[config.mk]
export PLATFORM = sky130hd
export DESIGN_NAME = pose_gate_velocity_estimator
export DESIGN_NICKNAME = d
export VERILOG_FILES = /design/src/hw/rtl/pgve_pkg.sv /design/src/hw/rtl/pose_gate_velocity_estimator.sv /design/src/hw/rtl/pgve_smul.sv /design/src/hw/rtl/pgve_sdiv.sv
export SDC_FILE = /design/constraint.sdc
export NUM_CORES = 2
export LEC_CHECK = 0
export BUFFER_PORTS_ARGS = -buffer_cell sky130_fd_sc_hd__clkbuf_2
export CAP_MARGIN = 15
export CORE_MARGIN = 2
export CORE_UTILIZATION = 57
export CTS_CLUSTER_DIAMETER = 150
export DETAILED_ROUTE_END_ITERATION = 10
export GPL_TIMING_DRIVEN = 0
export PLACE_DENSITY = 0.75
export SLEW_MARGIN = 20
export SYNTH_ARGS = -nofsm -noshare
export SYNTH_HDL_FRONTEND = slang
export SYNTH_SLANG_ARGS = --single-unit
[constraint.sdc]
create_clock -name clock -period 13.2 [get_ports clock]
set_clock_uncertainty 0.05 [all_clocks]
set_input_delay 0.66 -clock clock [delete_from_list [all_inputs] [get_ports clock]]
set_output_delay 0.66 -clock clock [all_outputs]
set_load 0.02 [all_outputs]
[src/hw/rtl/pgve_pkg.sv]
`default_nettype none

package pgve_pkg;

   localparam int POS_BITS_DEF   = 32;
   localparam int TIME_BITS_DEF  = 48;
   localparam int TIME_PORT_BITS = 48;
   localparam int POS_PORT_BITS  = 32;
   localparam int VEL_BITS       = 40;
   localparam int ACC_BITS       = 48;
   localparam int MIN_MOVE_BITS  = 10;
   localparam int SPEED_BITS     = 16;
   localparam int GATE_BITS      = 20;
   localparam int CSR_INDEX_BITS = 2;
   localparam int CSR_DATA_BITS  = 20;
   localparam int REACH_BITS     = 50;
   localparam int SCALE_BITS     = 20;

   localparam logic [SCALE_BITS-1:0]    PER_SECOND     = 20'd1000000;
   localparam logic [MIN_MOVE_BITS-1:0] MIN_MOVE_RESET = 10'd1;
   localparam logic [SPEED_BITS-1:0]    SPEED_RESET    = 16'd1000;
   localparam logic [GATE_BITS-1:0]     GATE_RESET     = 20'd1000;

   localparam logic [CSR_INDEX_BITS-1:0] CSR_MIN_MOVE = 2'd0;
   localparam logic [CSR_INDEX_BITS-1:0] CSR_SPEED    = 2'd1;
   localparam logic [CSR_INDEX_BITS-1:0] CSR_GATE     = 2'd2;

   typedef enum logic [1:0] {
      VERDICT_OK,
      VERDICT_SIMILAR,
      VERDICT_FAST,
      VERDICT_STEP
   } verdict_type;

   typedef enum logic [3:0] {
      ST_IDLE,
      ST_SQUARE,
      ST_CHECK,
      ST_REACH,
      ST_REACH_SQ,
      ST_VEL_MUL,
      ST_VEL_DIV,
      ST_ACC_MUL,
      ST_ACC_DIV,
      ST_RESP
   } state_type;

endpackage

`default_nettype wire

[src/hw/rtl/pose_gate_velocity_estimator.sv]
// A request rejected at the first check (too similar or a bad time step) goes straight to
// its response; one at or past the gate distance runs a speed check that squares the reach
// unless it overflows, and an accepted request computes velocity then acceleration per axis.
// One request at a time: the next is taken in the idle state after a response is loaded,
// while that response waits; the bit-serial multiplier and divider do the arithmetic.
// Synchronous reset restores register defaults and zeroes the reference, velocity, accel.
`default_nettype none

module pose_gate_velocity_estimator
   import pgve_pkg::*;
#(
   parameter int POS_BITS  = POS_BITS_DEF,
   parameter int TIME_BITS = TIME_BITS_DEF
) (
   input  wire logic                          clock,
   input  wire logic                          reset,
   input  wire logic                          req_valid,
   output logic                               req_ready,
   input  wire logic [TIME_PORT_BITS-1:0]     req_time_us,
   input  wire logic signed [POS_PORT_BITS-1:0] req_pos_x,
   input  wire logic signed [POS_PORT_BITS-1:0] req_pos_y,
   input  wire logic signed [POS_PORT_BITS-1:0] req_pos_z,
   output logic                               rsp_valid,
   input  wire logic                          rsp_ready,
   output logic [1:0]                         rsp_verdict,
   output logic signed [VEL_BITS-1:0]         rsp_vel_x,
   output logic signed [VEL_BITS-1:0]         rsp_vel_y,
   output logic signed [VEL_BITS-1:0]         rsp_vel_z,
   output logic signed [ACC_BITS-1:0]         rsp_acc_x,
   output logic signed [ACC_BITS-1:0]         rsp_acc_y,
   output logic signed [ACC_BITS-1:0]         rsp_acc_z,
   input  wire logic                          csr_valid,
   output logic                               csr_ready,
   input  wire logic [CSR_INDEX_BITS-1:0]     csr_index,
   input  wire logic [CSR_DATA_BITS-1:0]      csr_data
);

   localparam int PW   = POS_BITS;
   localparam int TW   = TIME_BITS;
   localparam int AW0  = (PW + 1 > TW) ? PW + 1 : TW;
   localparam int AW1  = (AW0 > REACH_BITS) ? AW0 : REACH_BITS;
   localparam int AW   = (AW1 > VEL_BITS + 1) ? AW1 : VEL_BITS + 1;
   localparam int BW   = (PW + 1 > REACH_BITS) ? PW + 1 : REACH_BITS;
   localparam int PRW  = AW + BW;
   localparam int MCW  = $clog2(BW + 1);
   localparam int DSW  = 2 * (PW + 1) + 2;
   localparam int GW   = (DSW > 2 * GATE_BITS) ? DSW : 2 * GATE_BITS;
   localparam int NW0  = PW + 1 + SCALE_BITS;
   localparam int NW1  = VEL_BITS + 1 + SCALE_BITS;
   localparam int NW   = (NW0 > NW1) ? NW0 : NW1;
   localparam logic [VEL_BITS-1:0] VEL_LIM = {1'b1, {(VEL_BITS - 1){1'b0}}};
   localparam logic [ACC_BITS-1:0] ACC_LIM = {1'b1, {(ACC_BITS - 1){1'b0}}};

   function automatic logic [VEL_BITS-1:0] sat_vel(input logic [NW-1:0] q, input logic neg);
      logic [VEL_BITS-1:0] m;
      m = (q > NW'(VEL_LIM)) ? VEL_LIM : q[VEL_BITS-1:0];
      if (neg) begin
         return ~m + VEL_BITS'(1);
      end
      return (m == VEL_LIM) ? VEL_LIM - VEL_BITS'(1) : m;
   endfunction

   function automatic logic [ACC_BITS-1:0] sat_acc(input logic [NW-1:0] q, input logic neg);
      logic [ACC_BITS-1:0] m;
      m = (q > NW'(ACC_LIM)) ? ACC_LIM : q[ACC_BITS-1:0];
      if (neg) begin
         return ~m + ACC_BITS'(1);
      end
      return (m == ACC_LIM) ? ACC_LIM - ACC_BITS'(1) : m;
   endfunction

   state_type state_ff, state_in;
   logic      launch_ff, launch_in;
   logic [1:0] axis_ff, axis_in;

   logic [MIN_MOVE_BITS-1:0] min_move_ff, min_move_in;
   logic [SPEED_BITS-1:0]    speed_ff, speed_in;
   logic [GATE_BITS-1:0]     gate_ff, gate_in;

   logic [TW-1:0]  t_ff, t_in;
   logic [TW-1:0]  last_time_ff, last_time_in;
   logic [TW-1:0]  dt_ff, dt_in;
   logic [PW-1:0]  pos_ff [3];
   logic [PW-1:0]  pos_in [3];
   logic [PW-1:0]  last_pos_ff [3];
   logic [PW-1:0]  last_pos_in [3];
   logic [PW:0]    delta_ff [3];
   logic [PW:0]    delta_in [3];
   logic [DSW-1:0] dist_ff, dist_in;
   logic [REACH_BITS-1:0] reach_ff, reach_in;
   verdict_type    verdict_ff, verdict_in;
   logic [VEL_BITS-1:0] vnew_ff, vnew_in;
   logic [VEL_BITS-1:0] vel_ff [3];
   logic [VEL_BITS-1:0] vel_in [3];
   logic [ACC_BITS-1:0] acc_ff [3];
   logic [ACC_BITS-1:0] acc_in [3];

   logic                rsp_valid_ff, rsp_valid_in;
   verdict_type         rsp_verdict_ff, rsp_verdict_in;
   logic [VEL_BITS-1:0] rsp_vel_ff [3];
   logic [VEL_BITS-1:0] rsp_vel_in [3];
   logic [ACC_BITS-1:0] rsp_acc_ff [3];
   logic [ACC_BITS-1:0] rsp_acc_in [3];

   logic [PW-1:0]   req_pos [3];
   logic [PW:0]     delta_sel;
   logic [PW:0]     mag_delta;
   logic [VEL_BITS:0] vdiff;
   logic [VEL_BITS:0] mag_diff;
   logic [2*MIN_MOVE_BITS-1:0] min2;
   logic [2*GATE_BITS-1:0]     gate2;
   logic            too_similar, step_bad, gated, reach_big, too_fast, rsp_free;

   logic           mul_start, mul_done;
   logic [AW-1:0]  mul_a;
   logic [BW-1:0]  mul_b;
   logic [MCW-1:0] mul_n;
   logic [PRW-1:0] mul_prod;
   logic           div_start, div_done;
   logic [NW-1:0]  div_quot;

   assign req_pos[0] = PW'($unsigned(req_pos_x));
   assign req_pos[1] = PW'($unsigned(req_pos_y));
   assign req_pos[2] = PW'($unsigned(req_pos_z));

   assign delta_sel = delta_ff[axis_ff];
   assign mag_delta = delta_sel[PW] ? ~delta_sel + (PW + 1)'(1) : delta_sel;
   assign vdiff     = {vnew_ff[VEL_BITS-1], vnew_ff}
                    - {vel_ff[axis_ff][VEL_BITS-1], vel_ff[axis_ff]};
   assign mag_diff  = vdiff[VEL_BITS] ? ~vdiff + (VEL_BITS + 1)'(1) : vdiff;
   assign min2      = min_move_ff * min_move_ff;
   assign gate2     = gate_ff * gate_ff;
   assign too_similar = GW'(dist_ff) < GW'(min2);
   assign step_bad    = t_ff <= last_time_ff;
   assign gated       = GW'(dist_ff) >= GW'(gate2);
   assign reach_big   = |mul_prod[PRW-1:REACH_BITS];
   assign too_fast    = mul_prod < PRW'(dist_ff);
   assign rsp_free    = !rsp_valid_ff || rsp_ready;

   pgve_smul #(.AW(AW), .BW(BW), .PRW(PRW), .CW(MCW)) u_mul (
      .clock (clock),
      .reset (reset),
      .start (mul_start),
      .a     (mul_a),
      .b     (mul_b),
      .nbits (mul_n),
      .done  (mul_done),
      .prod  (mul_prod)
   );

   pgve_sdiv #(.NW(NW), .DW(TW)) u_div (
      .clock (clock),
      .reset (reset),
      .start (div_start),
      .num   (NW'(mul_prod)),
      .den   (dt_ff),
      .done  (div_done),
      .quot  (div_quot)
   );

   always_comb begin
      state_in = state_ff;
      unique case (state_ff)
         ST_IDLE: begin
            if (req_valid) begin
               state_in = ST_SQUARE;
            end
         end
         ST_SQUARE: begin
            if (mul_done && axis_ff == 2'd2) begin
               state_in = ST_CHECK;
            end
         end
         ST_CHECK: begin
            if (too_similar || step_bad) begin
               state_in = ST_RESP;
            end else if (gated) begin
               state_in = ST_REACH;
            end else begin
               state_in = ST_VEL_MUL;
            end
         end
         ST_REACH: begin
            if (mul_done) begin
               state_in = reach_big ? ST_VEL_MUL : ST_REACH_SQ;
            end
         end
         ST_REACH_SQ: begin
            if (mul_done) begin
               state_in = too_fast ? ST_RESP : ST_VEL_MUL;
            end
         end
         ST_VEL_MUL: begin
            if (mul_done) begin
               state_in = ST_VEL_DIV;
            end
         end
         ST_VEL_DIV: begin
            if (div_done) begin
               state_in = ST_ACC_MUL;
            end
         end
         ST_ACC_MUL: begin
            if (mul_done) begin
               state_in = ST_ACC_DIV;
            end
         end
         ST_ACC_DIV: begin
            if (div_done) begin
               state_in = (axis_ff == 2'd2) ? ST_RESP : ST_VEL_MUL;
            end
         end
         ST_RESP: begin
            if (rsp_free) begin
               state_in = ST_IDLE;
            end
         end
         default: state_in = ST_IDLE;
      endcase
   end

   always_comb begin
      req_ready = 1'b0;
      mul_start = 1'b0;
      div_start = 1'b0;
      mul_a     = '0;
      mul_b     = '0;
      mul_n     = MCW'(1);
      unique case (state_ff)
         ST_IDLE: req_ready = 1'b1;
         ST_SQUARE: begin
            mul_start = launch_ff;
            mul_a     = AW'(mag_delta);
            mul_b     = BW'(mag_delta);
            mul_n     = MCW'(PW + 1);
         end
         ST_REACH: begin
            mul_start = launch_ff;
            mul_a     = AW'(dt_ff);
            mul_b     = BW'(speed_ff);
            mul_n     = MCW'(SPEED_BITS);
         end
         ST_REACH_SQ: begin
            mul_start = launch_ff;
            mul_a     = AW'(reach_ff);
            mul_b     = BW'(reach_ff);
            mul_n     = MCW'(REACH_BITS);
         end
         ST_VEL_MUL: begin
            mul_start = launch_ff;
            mul_a     = AW'(mag_delta);
            mul_b     = BW'(PER_SECOND);
            mul_n     = MCW'(SCALE_BITS);
         end
         ST_ACC_MUL: begin
            mul_start = launch_ff;
            mul_a     = AW'(mag_diff);
            mul_b     = BW'(PER_SECOND);
            mul_n     = MCW'(SCALE_BITS);
         end
         ST_VEL_DIV, ST_ACC_DIV: div_start = launch_ff;
         ST_CHECK, ST_RESP: begin
         end
         default: begin
         end
      endcase
   end

   always_comb begin
      launch_in      = (state_in != state_ff) || (state_ff == ST_SQUARE && mul_done);
      axis_in        = axis_ff;
      min_move_in    = min_move_ff;
      speed_in       = speed_ff;
      gate_in        = gate_ff;
      t_in           = t_ff;
      last_time_in   = last_time_ff;
      dt_in          = dt_ff;
      pos_in         = pos_ff;
      last_pos_in    = last_pos_ff;
      delta_in       = delta_ff;
      dist_in        = dist_ff;
      reach_in       = reach_ff;
      verdict_in     = verdict_ff;
      vnew_in        = vnew_ff;
      vel_in         = vel_ff;
      acc_in         = acc_ff;
      rsp_valid_in   = rsp_valid_ff && !rsp_ready;
      rsp_verdict_in = rsp_verdict_ff;
      rsp_vel_in     = rsp_vel_ff;
      rsp_acc_in     = rsp_acc_ff;

      if (csr_valid) begin
         unique case (csr_index)
            CSR_MIN_MOVE: min_move_in = csr_data[MIN_MOVE_BITS-1:0];
            CSR_SPEED:    speed_in    = csr_data[SPEED_BITS-1:0];
            CSR_GATE:     gate_in     = csr_data[GATE_BITS-1:0];
            default: begin
            end
         endcase
      end

      case (state_ff)
         ST_IDLE: begin
            if (req_valid) begin
               t_in       = TW'(req_time_us);
               axis_in    = 2'd0;
               dist_in    = '0;
               verdict_in = VERDICT_OK;
               for (int i = 0; i < 3; i++) begin
                  pos_in[i]   = req_pos[i];
                  delta_in[i] = {req_pos[i][PW-1], req_pos[i]}
                              - {last_pos_ff[i][PW-1], last_pos_ff[i]};
               end
            end
         end
         ST_SQUARE: begin
            if (mul_done) begin
               dist_in = dist_ff + DSW'(mul_prod);
               axis_in = (axis_ff == 2'd2) ? 2'd0 : axis_ff + 2'd1;
            end
         end
         ST_CHECK: begin
            dt_in = t_ff - last_time_ff;
            if (too_similar) begin
               verdict_in = VERDICT_SIMILAR;
            end else if (step_bad) begin
               verdict_in = VERDICT_STEP;
            end
         end
         ST_REACH: begin
            if (mul_done) begin
               reach_in = mul_prod[REACH_BITS-1:0];
            end
         end
         ST_REACH_SQ: begin
            if (mul_done && too_fast) begin
               verdict_in = VERDICT_FAST;
            end
         end
         ST_VEL_DIV: begin
            if (div_done) begin
               vnew_in = sat_vel(div_quot, delta_sel[PW]);
            end
         end
         ST_ACC_DIV: begin
            if (div_done) begin
               acc_in[axis_ff]      = sat_acc(div_quot, vdiff[VEL_BITS]);
               vel_in[axis_ff]      = vnew_ff;
               last_pos_in[axis_ff] = pos_ff[axis_ff];
               if (axis_ff == 2'd2) begin
                  last_time_in = t_ff;
                  axis_in      = 2'd0;
               end else begin
                  axis_in = axis_ff + 2'd1;
               end
            end
         end
         ST_RESP: begin
            if (rsp_free) begin
               rsp_valid_in   = 1'b1;
               rsp_verdict_in = verdict_ff;
               rsp_vel_in     = vel_ff;
               rsp_acc_in     = acc_ff;
            end
         end
         default: begin
         end
      endcase
   end

   always_ff @(posedge clock) begin
      if (reset) begin
         state_ff     <= ST_IDLE;
         launch_ff    <= 1'b0;
         axis_ff      <= 2'd0;
         min_move_ff  <= MIN_MOVE_RESET;
         speed_ff     <= SPEED_RESET;
         gate_ff      <= GATE_RESET;
         last_time_ff <= '0;
         rsp_valid_ff <= 1'b0;
         for (int i = 0; i < 3; i++) begin
            last_pos_ff[i] <= '0;
            vel_ff[i]      <= '0;
            acc_ff[i]      <= '0;
         end
      end else begin
         state_ff     <= state_in;
         launch_ff    <= launch_in;
         axis_ff      <= axis_in;
         min_move_ff  <= min_move_in;
         speed_ff     <= speed_in;
         gate_ff      <= gate_in;
         last_time_ff <= last_time_in;
         rsp_valid_ff <= rsp_valid_in;
         last_pos_ff  <= last_pos_in;
         vel_ff       <= vel_in;
         acc_ff       <= acc_in;
      end
      t_ff           <= t_in;
      dt_ff          <= dt_in;
      pos_ff         <= pos_in;
      delta_ff       <= delta_in;
      dist_ff        <= dist_in;
      reach_ff       <= reach_in;
      verdict_ff     <= verdict_in;
      vnew_ff        <= vnew_in;
      rsp_verdict_ff <= rsp_verdict_in;
      rsp_vel_ff     <= rsp_vel_in;
      rsp_acc_ff     <= rsp_acc_in;
   end

   assign csr_ready   = 1'b1;
   assign rsp_valid   = rsp_valid_ff;
   assign rsp_verdict = rsp_verdict_ff;
   assign rsp_vel_x   = rsp_vel_ff[0];
   assign rsp_vel_y   = rsp_vel_ff[1];
   assign rsp_vel_z   = rsp_vel_ff[2];
   assign rsp_acc_x   = rsp_acc_ff[0];
   assign rsp_acc_y   = rsp_acc_ff[1];
   assign rsp_acc_z   = rsp_acc_ff[2];

endmodule

`default_nettype wire

[src/hw/rtl/pgve_smul.sv]
`default_nettype none

module pgve_smul #(
   parameter int AW  = 64,
   parameter int BW  = 50,
   parameter int PRW = AW + BW,
   parameter int CW  = $clog2(BW + 1)
) (
   input  wire logic           clock,
   input  wire logic           reset,
   input  wire logic           start,
   input  wire logic [AW-1:0]  a,
   input  wire logic [BW-1:0]  b,
   input  wire logic [CW-1:0]  nbits,
   output logic                done,
   output logic [PRW-1:0]      prod
);

   logic [PRW-1:0] a_ff, a_in;
   logic [BW-1:0]  b_ff, b_in;
   logic [PRW-1:0] prod_ff, prod_in;
   logic [CW-1:0]  cnt_ff, cnt_in;
   logic           busy_ff, busy_in;
   logic           done_ff, done_in;

   always_comb begin
      a_in    = a_ff;
      b_in    = b_ff;
      prod_in = prod_ff;
      cnt_in  = cnt_ff;
      busy_in = busy_ff;
      done_in = busy_ff && (cnt_ff == CW'(1));
      if (start) begin
         a_in    = PRW'(a);
         b_in    = b;
         prod_in = '0;
         cnt_in  = nbits;
         busy_in = 1'b1;
      end else if (busy_ff) begin
         if (b_ff[0]) begin
            prod_in = prod_ff + a_ff;
         end
         a_in   = a_ff << 1;
         b_in   = b_ff >> 1;
         cnt_in = cnt_ff - CW'(1);
         if (cnt_ff == CW'(1)) begin
            busy_in = 1'b0;
         end
      end
   end

   always_ff @(posedge clock) begin
      if (reset) begin
         busy_ff <= 1'b0;
         done_ff <= 1'b0;
      end else begin
         busy_ff <= busy_in;
         done_ff <= done_in;
      end
      a_ff    <= a_in;
      b_ff    <= b_in;
      prod_ff <= prod_in;
      cnt_ff  <= cnt_in;
   end

   assign done = done_ff;
   assign prod = prod_ff;

endmodule

`default_nettype wire

[src/hw/rtl/pgve_sdiv.sv]
`default_nettype none

module pgve_sdiv #(
   parameter int NW = 61,
   parameter int DW = 48,
   parameter int CW = $clog2(NW + 1)
) (
   input  wire logic          clock,
   input  wire logic          reset,
   input  wire logic          start,
   input  wire logic [NW-1:0] num,
   input  wire logic [DW-1:0] den,
   output logic               done,
   output logic [NW-1:0]      quot
);

   logic [NW-1:0] num_ff, num_in;
   logic [DW-1:0] den_ff, den_in;
   logic [DW-1:0] rem_ff, rem_in;
   logic [NW-1:0] quot_ff, quot_in;
   logic [CW-1:0] cnt_ff, cnt_in;
   logic          busy_ff, busy_in;
   logic          done_ff, done_in;
   logic [DW:0]   trial;
   logic          fits;

   assign trial = {rem_ff, num_ff[NW-1]};
   assign fits  = trial >= {1'b0, den_ff};

   always_comb begin
      num_in  = num_ff;
      den_in  = den_ff;
      rem_in  = rem_ff;
      quot_in = quot_ff;
      cnt_in  = cnt_ff;
      busy_in = busy_ff;
      done_in = busy_ff && (cnt_ff == CW'(1));
      if (start) begin
         num_in  = num;
         den_in  = den;
         rem_in  = '0;
         quot_in = '0;
         cnt_in  = CW'(NW);
         busy_in = 1'b1;
      end else if (busy_ff) begin
         rem_in  = fits ? DW'(trial - {1'b0, den_ff}) : DW'(trial);
         quot_in = {quot_ff[NW-2:0], fits};
         num_in  = num_ff << 1;
         cnt_in  = cnt_ff - CW'(1);
         if (cnt_ff == CW'(1)) begin
            busy_in = 1'b0;
         end
      end
   end

   always_ff @(posedge clock) begin
      if (reset) begin
         busy_ff <= 1'b0;
         done_ff <= 1'b0;
      end else begin
         busy_ff <= busy_in;
         done_ff <= done_in;
      end
      num_ff  <= num_in;
      den_ff  <= den_in;
      rem_ff  <= rem_in;
      quot_ff <= quot_in;
      cnt_ff  <= cnt_in;
   end

   assign done = done_ff;
   assign quot = quot_ff;

endmodule

`default_nettype wire
==> results.toml <==
[final_layout]
multi_input_comb_area_um2 = 53500
layout.cells.most_common_list = "nand2_1 (1,511), a21oi_1 (1,087), edfxtp_1 (932), inv_1 (848), nor2_1 (841)"
mostFrequentLayoutCell = "nand2_1"
layout.cell_area.non_filler_um2 = 115000
post_route_cells_drive_above_1_share_pct = 7.50
layout-area-overhead-vs-synth_pct = 13.0
layout.area.seq_um2 = 42600
final_net_count = 12793
final.fill_count = 14332

[power]
vdd_drop_max_v = 0.000160
power.density_nw_per_um2 = 135
leakagePower_nw = 46.5

[cts]
post_cts.resized_instances = 0
ctsHtreeMaxLevel = 4
cts_setup_buffers = 0
tritoncts = "yes"
worst_skew_pair.late_latency_ns = 0.85
clock-root-buffer = "clkbuf_16"
ctsLongestPathBuffers = 3
cts-buffers-inserted = 178
clock-sinks = 1663
register_clock_pin_slew_on_the_reported_worst_setup_and_hold_paths_ns = 0.06

[floorplanning]
die_x_um = 426
dieHeight_um = 426
pin_count = 440
floorplan.initialDensity_pct = 57.5
die-area_um2 = 181000
core_region_area_um2 = 176000
rows = 154

[timing]
layout_worst_path_cycle_share_pct = 88.3
report.final.slew_viol_count = 0
final-hold-violation-count = 0
min_period_ns = 11.65
final_setup_violation_count = 0
slew-limit-headroom_pct = 19.5
rsz0062_at_grt = "no"
fmax_ghz = 0.0858
timing_worst_slew_pin_value_ns = 1.21
final.setup.tns_ns = 0

[global_routing]
grt_remaining_overflow = 0
initial_antenna_violation_count = 25
grt_pass1_wl_um = 502000
grt_use_total_pct = 36.3
grt_start_max_net_pins = 62
first_global_vias = 83535

[synth]
postSynthRegisterBits = 1663
yosys_cell_types = 94
synth.cell_area_um2 = 101000
syn_avg_cell_area_um2 = 9.40
synth_top_flop_cell = "edfxtp_1"
postSynthNetCount = 12014
yosysTopAreaCell = "edfxtp_1"
ys_async_sr_fraction_pct = 0
synth_top_cell_area_share_pct = 27.6
ys.warnings.count = 0
leading_post_synthesis_cells_by_cell_area = "edfxtp_1 (28%), dfxtp_1 (14%), ha_1 (9.0%), fa_1 (6.6%), nand2_1 (5.6%)"
synth_sequential_area_ratio_pct = 42.1
synth_edf_count = 932
synthesis.instances = 10784

[placement]
placedInstanceArea_um2 = 107000
portBuffers = 437
globalplace.congestion = 1.01
dpl.hpwl_um = 260000

[critical_path]
timing.critical_path.to_type = "register"
reg2reg_from = "gate_ff[4]"
ws_path_type = "register to register"
cp-startpoint = "gate_ff[4]"
worstSetupStartpointType = "register"
timing.critical_path.buf_inv = 9
cp.arrival_ns = 12.33
required_ns = 13.88
critPathMaxFanout = 10
slowest_delay_ns = 0.85
path_delay_family = "adder cells"
crit_path_top_delay_cell = "a2111oi_0"

[drt]
drt_first_iter_violations = 8055
detail-route-antenna-nets = 0
drt-wirelength-per-cell_um = 23.8
route.detailed.vias_per_inst = 6.03
detailroute.via_count = 84806
drc = 0
first_pass_iters = 7
post_route_wl_um = 336000

[flow_run]
drv.max_cap_violation_count = 0

[min_path]
min_from = "req_pos_x[1]"
holdCritPathClass = "primary input to register"

[outcome]
outcome = "finished, final reports clean"
worst paths after layout:
path,endpoint,slack [ns],depth (start not counted)
min,pos_ff[65],0.04,1
max reg2reg,state_ff[1],1.55,44
max,state_ff[1],1.55,44
min reg2reg,rsp_acc_x[43],0.38,0
cell families after synthesis:
group / after synthesis / share of synthesized area, %
fa+ha+maj: 1059 / 15.5
buf+inv: 1390 / 5.20
flops: 1663 / 42.1
compound gates: 2571 / 15.6
simple gates: 3357 / 14.9
xor+xnor: 506 / 4.37
other cells: 1 / 0.00370
mux: 237 / 2.35
metrics by stage:
stage,hold WS [ns],std cells,setup slack (ns),total power [mW],util [%]
CTS,0.00731,14061,1.61,15.4,64.9
global route,0.0257,14065,1.12,16.2,64.9
global placement,0.363,13561,1.08,10.1,60.4
floorplan,0.350,10784,4.30,8.99,-
finish,0.0416,14071,1.55,15.4,65.0
detailed placement,0.365,13580,1.66,10.2,60.7
routing by layer:
metal | global-route usage (%) | routed length, um | vias up | share of wire (%)
li1 | - | - | 39177 | -
met1 | 46.2 | 134000 | 41076 | 40
met2 | 59.6 | 156000 | 3737 | 46
met3 | 7.11 | 28200 | 792 | 8.4
met4 | 17.1 | 17500 | 24 | 5.2
met5 | 0 | 138 | - | 0.041
area by class of cell:
type                       count  area share (%)
inverter                     849            2.78
multi-input combinational   7731            46.7
antenna                       10          0.0219
sequential                  1663            37.2
clock buffer                 238            4.34
clock inverter               100           0.994
buffer                       541            1.83
tap                         2340            2.56
timing repair buffer         599            3.54
power breakdown:
group	internal [mW]	switching, mW
combinational	1.64	2.53
sequential	5.72	0.304
clock	2.98	2.28
registers in the layout, summed over array words and instances, names as in the netlist, 50 cells and up:
register	cells
acc_ff	144
vel_ff	120
u_mul.a_ff	100
u_mul.prod	100
delta_ff	99
last_pos_ff	96
pos_ff	96
dist_ff	68
u_div.num_ff	61
u_div.quot	61
reach_ff	50
u_mul.b_ff	50
synthesized netlist by cell type (all sizes together) (165+ instances only):
master     n
nand2   1512
edfxtp   932
o21ai    435
mux2i    230
dfxtp    731
inv      849
xor2     165
a21o     215
a21oi   1089
ha       727
nor2     843
fa       332
xnor2    341
clkbuf   465
timing repair:
item | in CTS | in global routing
hold endpoints to repair | 143 | 0
hold buffers | 143 | 0
setup endpoints to repair | 0 | 0
(Power assumes the default switching activity.)
